===== src/rtl/pms_pkg.sv =====
`timescale 1ns / 1ps
`default_nettype none

package pms_pkg;

   localparam int OP_W        = 2;
   localparam int STACK_W     = 3;
   localparam int DATA_W      = 32;
   localparam int STATUS_W    = 2;
   localparam int REQ_TDATA_W = 40;
   localparam int RSP_TDATA_W = 40;

   localparam logic [OP_W-1:0] OP_PUSH = 2'd0;
   localparam logic [OP_W-1:0] OP_POP  = 2'd1;
   localparam logic [OP_W-1:0] OP_SHOW = 2'd2;

   localparam logic [STATUS_W-1:0] STS_OK        = 2'd0;
   localparam logic [STATUS_W-1:0] STS_BAD_STACK = 2'd1;
   localparam logic [STATUS_W-1:0] STS_OVERFLOW  = 2'd2;
   localparam logic [STATUS_W-1:0] STS_EMPTY     = 2'd3;

   typedef struct packed {
      logic wr_en;
      logic rd_en;
   } mem_cmd_type;

endpackage

`default_nettype wire


===== src/rtl/partitioned_multi_stack.sv =====
`timescale 1ns / 1ps
`default_nettype none

// several lifo stacks sharing one element store, one fixed segment per stack
// req channel: one beat is one request (push, pop or display) on a one-based
//   stack; op code 3 is dropped with no response
// rsp channel: push and pop give one beat, display gives one beat per element
//   from top to bottom; rsp_tlast marks the final beat of a request
// errors (bad stack number, overflow, empty) give one beat with zero data
// push and error beats are registered straight into the output state; pop and
//   display beats first pass a store read (ST_READ), then the output register
// one request is in flight at a time; req_tready is high only when idle, so a
//   new request is not taken until the final beat of the last one is taken,
//   also while the receiver holds rsp_tready low
// the store has a single port, so each displayed element needs its own store read
// a stalled response beat holds steady until taken
// reset empties every stack; store contents are only read after being pushed
module partitioned_multi_stack
   import pms_pkg::*;
#(
   parameter int NUM_STACKS    = 4,
   parameter int SEGMENT_DEPTH = 8
) (
   input  wire logic                   clock,
   input  wire logic                   reset,
   input  wire logic                   req_tvalid,
   output logic                        req_tready,
   // operation[1:0], stack_number[4:2], push_value[36:5], zero pad above
   input  wire logic [REQ_TDATA_W-1:0] req_tdata,
   output logic                        rsp_tvalid,
   input  wire logic                   rsp_tready,
   // status[1:0], data_word[33:2], zero pad above
   output logic      [RSP_TDATA_W-1:0] rsp_tdata,
   output logic                        rsp_tlast
);

   localparam int DEPTH = NUM_STACKS * SEGMENT_DEPTH;
   localparam int AW    = (DEPTH > 1) ? $clog2(DEPTH) : 1;
   localparam int PAD_W = RSP_TDATA_W - STATUS_W - DATA_W;

   logic [OP_W-1:0]     req_op;
   logic [STACK_W-1:0]  req_stack;
   logic [DATA_W-1:0]   req_value;
   logic [STATUS_W-1:0] rsp_status;
   logic [DATA_W-1:0]   rsp_data;
   mem_cmd_type         mem_cmd;
   logic [AW-1:0]       mem_addr;
   logic [DATA_W-1:0]   mem_wr_data;
   logic [DATA_W-1:0]   mem_rd_data;

   assign req_op    = req_tdata[OP_W-1:0];
   assign req_stack = req_tdata[OP_W+STACK_W-1:OP_W];
   assign req_value = req_tdata[OP_W+STACK_W+DATA_W-1:OP_W+STACK_W];

   assign rsp_tdata = {PAD_W'(0), rsp_data, rsp_status};

   pms_ctrl #(
      .NUM_STACKS    (NUM_STACKS),
      .SEGMENT_DEPTH (SEGMENT_DEPTH),
      .AW            (AW)
   ) u_ctrl (
      .clock       (clock),
      .reset       (reset),
      .req_valid   (req_tvalid),
      .req_ready   (req_tready),
      .req_op      (req_op),
      .req_stack   (req_stack),
      .req_value   (req_value),
      .rsp_valid   (rsp_tvalid),
      .rsp_ready   (rsp_tready),
      .rsp_status  (rsp_status),
      .rsp_data    (rsp_data),
      .rsp_last    (rsp_tlast),
      .mem_cmd     (mem_cmd),
      .mem_addr    (mem_addr),
      .mem_wr_data (mem_wr_data),
      .mem_rd_data (mem_rd_data)
   );

   pms_store #(
      .DEPTH (DEPTH),
      .AW    (AW)
   ) u_store (
      .clock   (clock),
      .cmd     (mem_cmd),
      .addr    (mem_addr),
      .wr_data (mem_wr_data),
      .rd_data (mem_rd_data)
   );

endmodule

`default_nettype wire


===== src/rtl/pms_store.sv =====
`timescale 1ns / 1ps
`default_nettype none

module pms_store
   import pms_pkg::*;
#(
   parameter int DEPTH = 32,
   parameter int AW    = 5
) (
   input  wire logic              clock,
   input  wire mem_cmd_type       cmd,
   input  wire logic [AW-1:0]     addr,
   input  wire logic [DATA_W-1:0] wr_data,
   output logic      [DATA_W-1:0] rd_data
);

   logic [DATA_W-1:0] mem_ff [DEPTH];
   logic [DATA_W-1:0] rd_data_ff;

   always_ff @(posedge clock) begin
      if (cmd.wr_en) begin
         mem_ff[addr] <= wr_data;
      end
      if (cmd.rd_en) begin
         rd_data_ff <= mem_ff[addr];
      end
   end

   assign rd_data = rd_data_ff;

endmodule

`default_nettype wire


===== src/rtl/pms_ctrl.sv =====
`timescale 1ns / 1ps
`default_nettype none

module pms_ctrl
   import pms_pkg::*;
#(
   parameter int NUM_STACKS    = 4,
   parameter int SEGMENT_DEPTH = 8,
   parameter int AW            = 5
) (
   input  wire logic                clock,
   input  wire logic                reset,
   input  wire logic                req_valid,
   output logic                     req_ready,
   input  wire logic [OP_W-1:0]     req_op,
   input  wire logic [STACK_W-1:0]  req_stack,
   input  wire logic [DATA_W-1:0]   req_value,
   output logic                     rsp_valid,
   input  wire logic                rsp_ready,
   output logic      [STATUS_W-1:0] rsp_status,
   output logic      [DATA_W-1:0]   rsp_data,
   output logic                     rsp_last,
   output mem_cmd_type              mem_cmd,
   output logic      [AW-1:0]       mem_addr,
   output logic      [DATA_W-1:0]   mem_wr_data,
   input  wire logic [DATA_W-1:0]   mem_rd_data
);

   localparam int CW   = $clog2(SEGMENT_DEPTH + 1);
   localparam int SW   = (NUM_STACKS > 1) ? $clog2(NUM_STACKS) : 1;
   localparam int SUMW = AW + CW;

   typedef enum logic [2:0] {
      ST_IDLE = 3'b001,
      ST_READ = 3'b010,
      ST_OUT  = 3'b100
   } state_type;

   state_type           state_ff, state_in;
   logic [STATUS_W-1:0] status_ff, status_in;
   logic [DATA_W-1:0]   data_ff, data_in;
   logic                last_ff, last_in;
   logic [CW-1:0]       idx_ff, idx_in;
   logic [AW-1:0]       base_ff, base_in;
   logic [CW-1:0]       fill_ff [NUM_STACKS];

   logic [STACK_W-1:0]  stack_m1;
   logic [SW-1:0]       sidx;
   logic                stack_ok;
   logic [CW-1:0]       cnt;
   logic [AW-1:0]       base_now;
   logic [AW-1:0]       base_sel;
   logic [CW-1:0]       off_sel;
   logic [SUMW-1:0]     addr_sum;
   logic                fill_we;
   logic [CW-1:0]       fill_wval;
   logic                op_known;

   assign stack_m1 = req_stack - STACK_W'(1);
   assign sidx     = stack_m1[SW-1:0];
   assign stack_ok = (req_stack != '0) &&
                     ({1'b0, req_stack} <= (STACK_W + 1)'(NUM_STACKS));
   assign cnt      = fill_ff[sidx];
   assign base_now = AW'(SUMW'(sidx) * SUMW'(SEGMENT_DEPTH));
   assign op_known = (req_op == OP_PUSH) || (req_op == OP_POP) || (req_op == OP_SHOW);

   // shared address adder: segment base plus offset within the segment
   assign base_sel = (state_ff == ST_IDLE) ? base_now : base_ff;
   assign addr_sum = SUMW'(base_sel) + SUMW'(off_sel);
   assign mem_addr = addr_sum[AW-1:0];
   assign mem_wr_data = req_value;

   always_comb begin
      state_in      = state_ff;
      status_in     = status_ff;
      data_in       = data_ff;
      last_in       = last_ff;
      idx_in        = idx_ff;
      base_in       = base_ff;
      off_sel       = '0;
      fill_we       = 1'b0;
      fill_wval     = cnt;
      mem_cmd.wr_en = 1'b0;
      mem_cmd.rd_en = 1'b0;
      unique case (state_ff)
         ST_IDLE: begin
            if (req_valid && op_known) begin
               base_in   = base_now;
               state_in  = ST_OUT;
               last_in   = 1'b1;
               data_in   = '0;
               idx_in    = '0;
               status_in = STS_OK;
               if (!stack_ok) begin
                  status_in = STS_BAD_STACK;
               end else begin
                  case (req_op)
                     OP_PUSH: begin
                        if (cnt == CW'(SEGMENT_DEPTH)) begin
                           status_in = STS_OVERFLOW;
                        end else begin
                           mem_cmd.wr_en = 1'b1;
                           off_sel       = cnt;
                           fill_we       = 1'b1;
                           fill_wval     = cnt + CW'(1);
                           data_in       = req_value;
                        end
                     end
                     OP_POP: begin
                        if (cnt == '0) begin
                           status_in = STS_EMPTY;
                        end else begin
                           mem_cmd.rd_en = 1'b1;
                           off_sel       = cnt - CW'(1);
                           fill_we       = 1'b1;
                           fill_wval     = cnt - CW'(1);
                           state_in      = ST_READ;
                        end
                     end
                     default: begin
                        // display walks from the top entry down to the bottom
                        if (cnt == '0) begin
                           status_in = STS_EMPTY;
                        end else begin
                           mem_cmd.rd_en = 1'b1;
                           off_sel       = cnt - CW'(1);
                           idx_in        = cnt - CW'(1);
                           state_in      = ST_READ;
                        end
                     end
                  endcase
               end
            end
         end
         ST_READ: begin
            status_in = STS_OK;
            data_in   = mem_rd_data;
            last_in   = (idx_ff == '0);
            state_in  = ST_OUT;
         end
         ST_OUT: begin
            if (rsp_ready) begin
               if (idx_ff != '0) begin
                  idx_in        = idx_ff - CW'(1);
                  off_sel       = idx_ff - CW'(1);
                  mem_cmd.rd_en = 1'b1;
                  state_in      = ST_READ;
               end else begin
                  state_in = ST_IDLE;
               end
            end
         end
         default: begin
            state_in = ST_IDLE;
         end
      endcase
   end

   always_ff @(posedge clock) begin
      if (reset) begin
         state_ff <= ST_IDLE;
         for (int i = 0; i < NUM_STACKS; i++) begin
            fill_ff[i] <= '0;
         end
      end else begin
         state_ff <= state_in;
         if (fill_we) begin
            fill_ff[sidx] <= fill_wval;
         end
      end
   end

   always_ff @(posedge clock) begin
      status_ff <= status_in;
      data_ff   <= data_in;
      last_ff   <= last_in;
      idx_ff    <= idx_in;
      base_ff   <= base_in;
   end

   assign req_ready  = (state_ff == ST_IDLE);
   assign rsp_valid  = (state_ff == ST_OUT);
   assign rsp_status = status_ff;
   assign rsp_data   = data_ff;
   assign rsp_last   = last_ff;

   a_no_rw_same_cycle: assert property (@(posedge clock) disable iff (reset)
      !(mem_cmd.wr_en && mem_cmd.rd_en))
      else $error("store written and read in the same cycle");

   a_read_then_out: assert property (@(posedge clock) disable iff (reset)
      (state_ff == ST_READ) |=> (state_ff == ST_OUT))
      else $error("read data not presented after a read");

   a_error_beat: assert property (@(posedge clock) disable iff (reset)
      (rsp_valid && (rsp_status != STS_OK)) |-> (rsp_data == '0) && rsp_last)
      else $error("error beat carries data or is not last");

   a_fill_bound: assert property (@(posedge clock) disable iff (reset)
      stack_ok |-> (cnt <= CW'(SEGMENT_DEPTH)))
      else $error("stack fill count above segment depth");

   a_push_count: assert property (@(posedge clock) disable iff (reset)
      (req_valid && req_ready && stack_ok && (req_op == OP_PUSH) &&
       (cnt != CW'(SEGMENT_DEPTH))) |=> (fill_ff[$past(sidx)] == $past(cnt) + CW'(1)))
      else $error("push did not advance the fill count");

endmodule

`default_nettype wire

===== config.mk =====
export PLATFORM = sky130hd
export DESIGN_NAME = partitioned_multi_stack
export DESIGN_NICKNAME = d
export VERILOG_FILES = /design/src/rtl/pms_pkg.sv /design/src/rtl/partitioned_multi_stack.sv /design/src/rtl/pms_store.sv /design/src/rtl/pms_ctrl.sv
export SDC_FILE = /design/constraint.sdc
export NUM_CORES = 1
export LEC_CHECK = 0
export BUFFER_PORTS_ARGS = -buffer_cell sky130_fd_sc_hd__buf_2
export CORE_ASPECT_RATIO = 0.75
export CORE_UTILIZATION = 55
export DETAILED_ROUTE_END_ITERATION = 8
export PLACE_DENSITY_LB_ADDON = 0.2
export SYNTH_ARGS = -nofsm -noshare
export SYNTH_HDL_FRONTEND = slang
export SYNTH_SLANG_ARGS = --single-unit
export TNS_END_PERCENT = 5

===== constraint.sdc =====
create_clock -name clock -period 12.74 [get_ports clock]
set_input_delay 2.548 -clock clock [delete_from_list [all_inputs] [get_ports clock]]
set_output_delay 2.548 -clock clock [all_outputs]
set_load 0.005 [all_outputs]

Yosys cells after proc, flatten, opt, wreduce, memory -nomap -nowiden:

Memory sizes are Yosys's and may differ from the RTL's. A register that Yosys moved wholly into a read port is not among the register bits.
Cells that the tools add are included.

* bits in writable memories: 1040
* word-level logic and storage cells: 105
* memories kept: 2
* register bits after elaboration: 44
* output and inout bits: 43

* reductions and logical operators: 17
* order comparisons: 1
* add/sub/neg operators: 5
* eq/ne operators: 9
* muxes and demuxes: 65

Memory list
* u_store.mem_ff: words 32, bits a word 32, rd ports 1, clocked after Yosys merged registers in 1, wr ports 1, RTL line pms_store.sv:17 `logic [DATA_W-1:0] mem_ff [DEPTH];`
* u_ctrl.fill_ff: words 4, bits a word 4, rd ports 1, clocked after Yosys merged registers in 0, wr ports 4, RTL line pms_ctrl.sv:45 `logic [CW-1:0] fill_ff [NUM_STACKS];`

Operator list (number)
* $mux W32: 4
* $mux W4: 18
* $pmux W32 S2: 1
* $pmux W4 S2: 3
* $mux W1: 19
* $mux W2: 9
* $mux W3: 5
* $pmux W3 S3: 1
* $logic_not A4 Y1: 2
* $sub A4 B1 Y4 const B: 2
* $ne A2 B1 Y1 const B: 3
* $pmux W1 S2: 3
* $reduce_and A2 Y1: 3
* $add A5 B4 Y5: 1
* $mux W5: 1
* $add A4 B1 Y4 const B: 1
* $eq A4 B4 Y1 const B: 1
* $pmux W2 S2: 1
* $reduce_and A4 Y1: 1
* $reduce_bool A2 Y1: 2
* $reduce_bool A4 Y1: 1
* $reduce_or A4 Y1: 1
* $eq A3 B1 Y1 const B: 1
* $eq A3 B2 Y1 const B: 1
* other kinds (10): 12

Logic depth before layout (Yosys ltp):

An unclocked memory read counts as a cell.

* word-level depth: 13
* gate-level depth with buffers: 23
* depth with buffers taken out: 19

Modules after synthesis:

Synthesis repeated with hierarchy kept, for this count alone.

* cell total of the unflattened synthesis: 2403
* area total of the unflattened synthesis: 43520.5 µm²

By module, submodules not included
* pms_store: area an instance 40063.4 µm², instances 1, cells each 2107
* pms_ctrl: area an instance 3408.3 µm², instances 1, cells each 289
* partitioned_multi_stack: area an instance 48.8 µm², instances 1, cells each 7

Worst setup path before layout:

Ideal clock, no wire load.

* kind: input port to flip-flop
* from: input port req_tdata[2]
* to: memory u_store.mem_ff[12][0], enable pin
* setup slack: 3.103 ns
* required time: 12.238 ns
* cell stages on the path: 21
* data arrival time: 9.135 ns
* cell sequence: buf_6 inv_2 ha_1 buf_4 mux4_2 inv_1 ha_1 inv_1 nor3_4 inv_1 ha_1 o21ai_0 a2111oi_1 or2_1 clkbuf_1 buf_2 buf_2 buf_1 clkbuf_1 clkbuf_1 nor4_1

* word-level cells in the longest chain between the ends: 10
* elaborated cells between the ends (all ways): 23
* classes of those cells: add/sub (3); order compare (1); eq/ne (1); mux (14); reduce/logical (3); memory (1)

RTL lines
* start: declaration: RTL line partitioned_multi_stack.sv:29 `input wire logic [REQ_TDATA_W-1:0] req_tdata,`
* $sub A2 B1 Y2 *: RTL line pms_ctrl.sv:59 `assign stack_m1 = req_stack - STACK_W'(1);`
* via u_ctrl.base_now[3]: RTL line pms_ctrl.sv:51 `logic [AW-1:0] base_now;`
* parallel branches: the longest is 9 deep, another holds $add A5 B4 Y5
* end: declaration: RTL line pms_store.sv:17

Mark *: on every way through the listed nets, which the timed path passes.

Final worst setup path:

* from: input port req_tdata[2]
* to: register u_store.rd_data_ff[0], in the netlist u_store.rd_data[0], read port of u_store.mem_ff, data pin

* word-level cells in the longest chain between the ends: 9
* elaborated cells between the ends (all ways): 21
* classes of those cells: add/sub (3); order compare (1); eq/ne (1); mux (12); reduce/logical (3); memory (1)

RTL lines
* $sub A2 B1 Y2 *: RTL line pms_ctrl.sv:59
* via u_ctrl.base_now[3]: RTL line pms_ctrl.sv:51
* $mem_v2 Z4 W4
* $sub A4 B1 Y4, or another cell as far along: RTL line pms_ctrl.sv:114, pms_ctrl.sv:126
* $mux W4 (on tied branches): RTL line pms_ctrl.sv:110, pms_ctrl.sv:122, pms_ctrl.sv:99
* $mux W4
* $mux W4: RTL line pms_ctrl.sv:94 `if (!stack_ok) begin`
* $mux W4: RTL line pms_ctrl.sv:87 `if (req_valid && op_known) begin`
* $pmux W4 S2: RTL line pms_ctrl.sv:85 `unique case (state_ff)`
* $add A5 B4 Y5: RTL line pms_ctrl.sv:69 `assign addr_sum = SUMW'(base_sel) + SUMW'(off_sel);`
* end: declaration: RTL line pms_store.sv:18 `logic [DATA_W-1:0] rd_data_ff;`

The timed path passes the listed nets; every way through them passes the cells marked *.
A chain may end at the register's enable or synchronous reset.

==> flow_metrics.tcl <==
set metrics [dict create \
    outcome "completed" \
    die_y_um 246.0 \
    portBuffers 77 \
    cpPeakStageDelay_ns 1.03 \
    grt_use_total_pct 29.98 \
    grt_first_pass_wirelength_mm 171.4 \
    die_w_um 327.3 \
    numCtsBuffers 102 \
    crit_type "input port to flop" \
    rsz0062_at_grt "no" \
    slowest_stage "a2111oi_1" \
    r2r_slack_ns 5.86 \
    coreArea_um2 78620 \
    clockBufferDepth 3 \
    ys_warn_count 0 \
    cp_max_fo 53 \
    preCtsSetupSlack_ns 2.953 \
    drt_iter0_drc 3576 \
    synth_edf_count 1113 \
    vias_per_cell 6.610 \
    placed_cells 3747 \
    async_flop_share_pct 0 \
    dpl.hpwl_mm 66.94 \
    seq_area_frac_synth_pct 76.71 \
    cts.sinks 1116 \
    vdd_drop_max_v 0.0001389 \
    io_pins 87 \
    rows 89 \
    drive_gt1_share_pct 15.65 \
    synth_area_leaders "edfxtp_1 (77%), mux2i_1 (5.5%), nand2_1 (2.5%), o22ai_1 (1.7%), a21oi_1 (1.7%)" \
    tns_ns 0 \
    syn_area_per_cell_um2 16.32 \
    path_clk_slew_ns 0.06 \
    crit_required_ns 13.12 \
    synth_cell_types 75 \
    grt_overflow 0 \
    crit_arrival_ns 9.76 \
    drv_cap 0 \
    syn_to_final_growth_pct 12.06 \
    wl_per_cell_um 30.65 \
    syn_inst 2675 \
    crit_top_cell "ha_1" \
    antenna_found_initial 6 \
    cts_hold_buf 0 \
    finish.utilization_pct 62.22 \
    worst_slack_ns 3.358 \
    drc 0 \
    min_path_type "flop to flop" \
    first_pass_iters 5 \
    cts_resized 0 \
    grt_pass1_vias 24810 \
    grt_max_degree 128 \
    fmax_mhz 106.6 \
    hold_violations 0 \
    synth.most_common_cell "edfxtp_1" \
    totalWireLength_mm 120.6 \
    tightest_slew_ns 1.300 \
    cts_tree "yes" \
    p_leak_nw 15.48 \
    start_util_pct 55.52 \
    vias 26020 \
    min_period_over_period_pct 73.64 \
    cp-end-kind "flop" \
    worstPathCellList "buf_2 -> inv_2 -> ha_1 -> mux4_2 -> inv_1 -> ha_1 -> nand2b_1 -> ha_1 -> or3b_2 -> a2111oi_1 -> or2_4 -> a211oi_4 -> buf_4 -> nand2_1 -> buf_4 -> o22ai_1 -> nor4_1 -> o2111ai_1" \
    powerDensity_nw_per_um2 177.0 \
    antenna_left 0 \
    synth_top_cells_by_count "edfxtp_1 (1113), nand2_1 (296), mux2i_1 (240), a21oi_1 (147), o22ai_1 (120)" \
    start_kind "input port" \
    cts_root_buf "clkbuf_16" \
    dieArea_um2 80500 \
    ys_ff_latch 1116 \
    setup_viol 0 \
    synth_area_um2 43650 \
    nNetsFinal 2856 \
    globalplace.congestion 0.8384 \
    fin_cells 3936 \
    synth_top_area_share_pct 76.57 \
    clk_latency_ns 0.69 \
    post_cts_buffers 0 \
    relSlewSlack_pct 13.00 \
    drv_slew 0 \
    yosysTopAreaCell "edfxtp_1" \
    min_period_ns 9.382 \
    htree_levels 3 \
    synth_ff_type "edfxtp_1" \
    holdWs_ns 0.5284 \
    finClkSkew_ns 0.02139 \
]
## metal layers
layer / part of all wire (%) / track usage (%)
met3: 12 / 6.127
met4: 3.1 / 9.428
met1: 41 / 44.19
met5: 0.032 / 0
met2: 45 / 45.18
## worst max-delay path, delay by kind of cell
kind	cells	cell delay, ns
simple gates	5	3.09
buf+inv	5	1.21
fa+ha+maj	3	1.02
compound gates	4	1.48
mux	1	0.36
## registers in the layout, indices dropped and copies added (netlist names)
signal and flops:
u_ctrl.base_ff 2, u_ctrl.idx_ff 4, u_ctrl.rsp_last 1, u_ctrl.rsp_data 32, u_ctrl.fill_ff 16, u_ctrl.rsp_status 2
u_store.mem_ff 1024, u_store.rd_data 32, u_ctrl.state_ff 3
## per-stage QoR
stage / power [mW] / area [um2]
detailed placement: 5.776 / 45740
global placement: 5.744 / 45740
floorplan: 5.174 / 43670
global route: 8.904 / 48910
CTS: 8.661 / 48910
finish: 8.658 / 48910
## cell type report
type | instances | area [um2]
Sequential cell | 1116 | 33480
Fill cell | 5604 | 29700
Multi-Input combinational cell | 1379 | 9656
Clock buffer | 133 | 2773
Tap cell | 1046 | 1309
Timing Repair Buffer | 187 | 1224
Clock inverter | 55 | 395.4
Inverter | 19 | 72.57
Antenna cell | 1 | 2.502
## where the power goes
part           internal, mW  total, mW  switching [mW]
clock network          1.61       2.93            1.31
registers              4.16       4.19          0.0311
logic                 0.491       1.54            1.05
total                  6.27       8.66            2.39
## logic make-up after synthesis
kind of cell,count (synthesis),synth area share (%)
AO/OA/AOI/OAI,528,8.173
XOR/XNOR,3,0.06021
multiplexers,291,7.000
flip-flops,1116,76.71
adder cells (fa/ha/maj),7,0.2007
buffers and inverters,185,1.987
other,1,0.008591
AND/OR/NAND/NOR,544,5.862
## final timing paths
check | startpoint | end | depth (start not counted)
setup / recovery | req_tdata[2] | u_store.rd_data[0]$_DFFE_PP_ | 18
setup reg to reg | u_ctrl.fill_ff[0][0]$_SDFFCE_PN0P_ | u_store.rd_data[0]$_DFFE_PP_ | 15
hold reg to reg | u_store.rd_data[2]$_DFFE_PP_ | u_ctrl.rsp_data[2]$_DFFE_PP_ | 1
hold / removal | u_store.rd_data[2]$_DFFE_PP_ | u_ctrl.rsp_data[2]$_DFFE_PP_ | 1
## placed cells by master (no fill, tap or decap), types with 7 or more instances in the layout
cell,n
a2111oi_0,8
a211oi_1,9
a21oi_1,146
a221o_1,34
a221oi_1,22
a22o_1,36
a22oi_1,18
a2bb2oi_1,26
a31oi_1,9
and3_1,19
buf_2,77
buf_4,109
clkbuf_1,24
clkbuf_16,105
clkinv_1,20
clkinv_2,22
edfxtp_1,1113
inv_1,16
mux2_2,44
mux2i_1,240
mux4_2,7
nand2_1,292
nand2b_1,9
nand3_1,34
nand4_1,11
nor2_1,39
nor3_1,21
nor4_1,30
nor4_2,32
o21ai_0,40
o21ai_1,10
o22ai_1,120
or4_1,16
No activity file was read; power rests on OpenSTA's default activity.
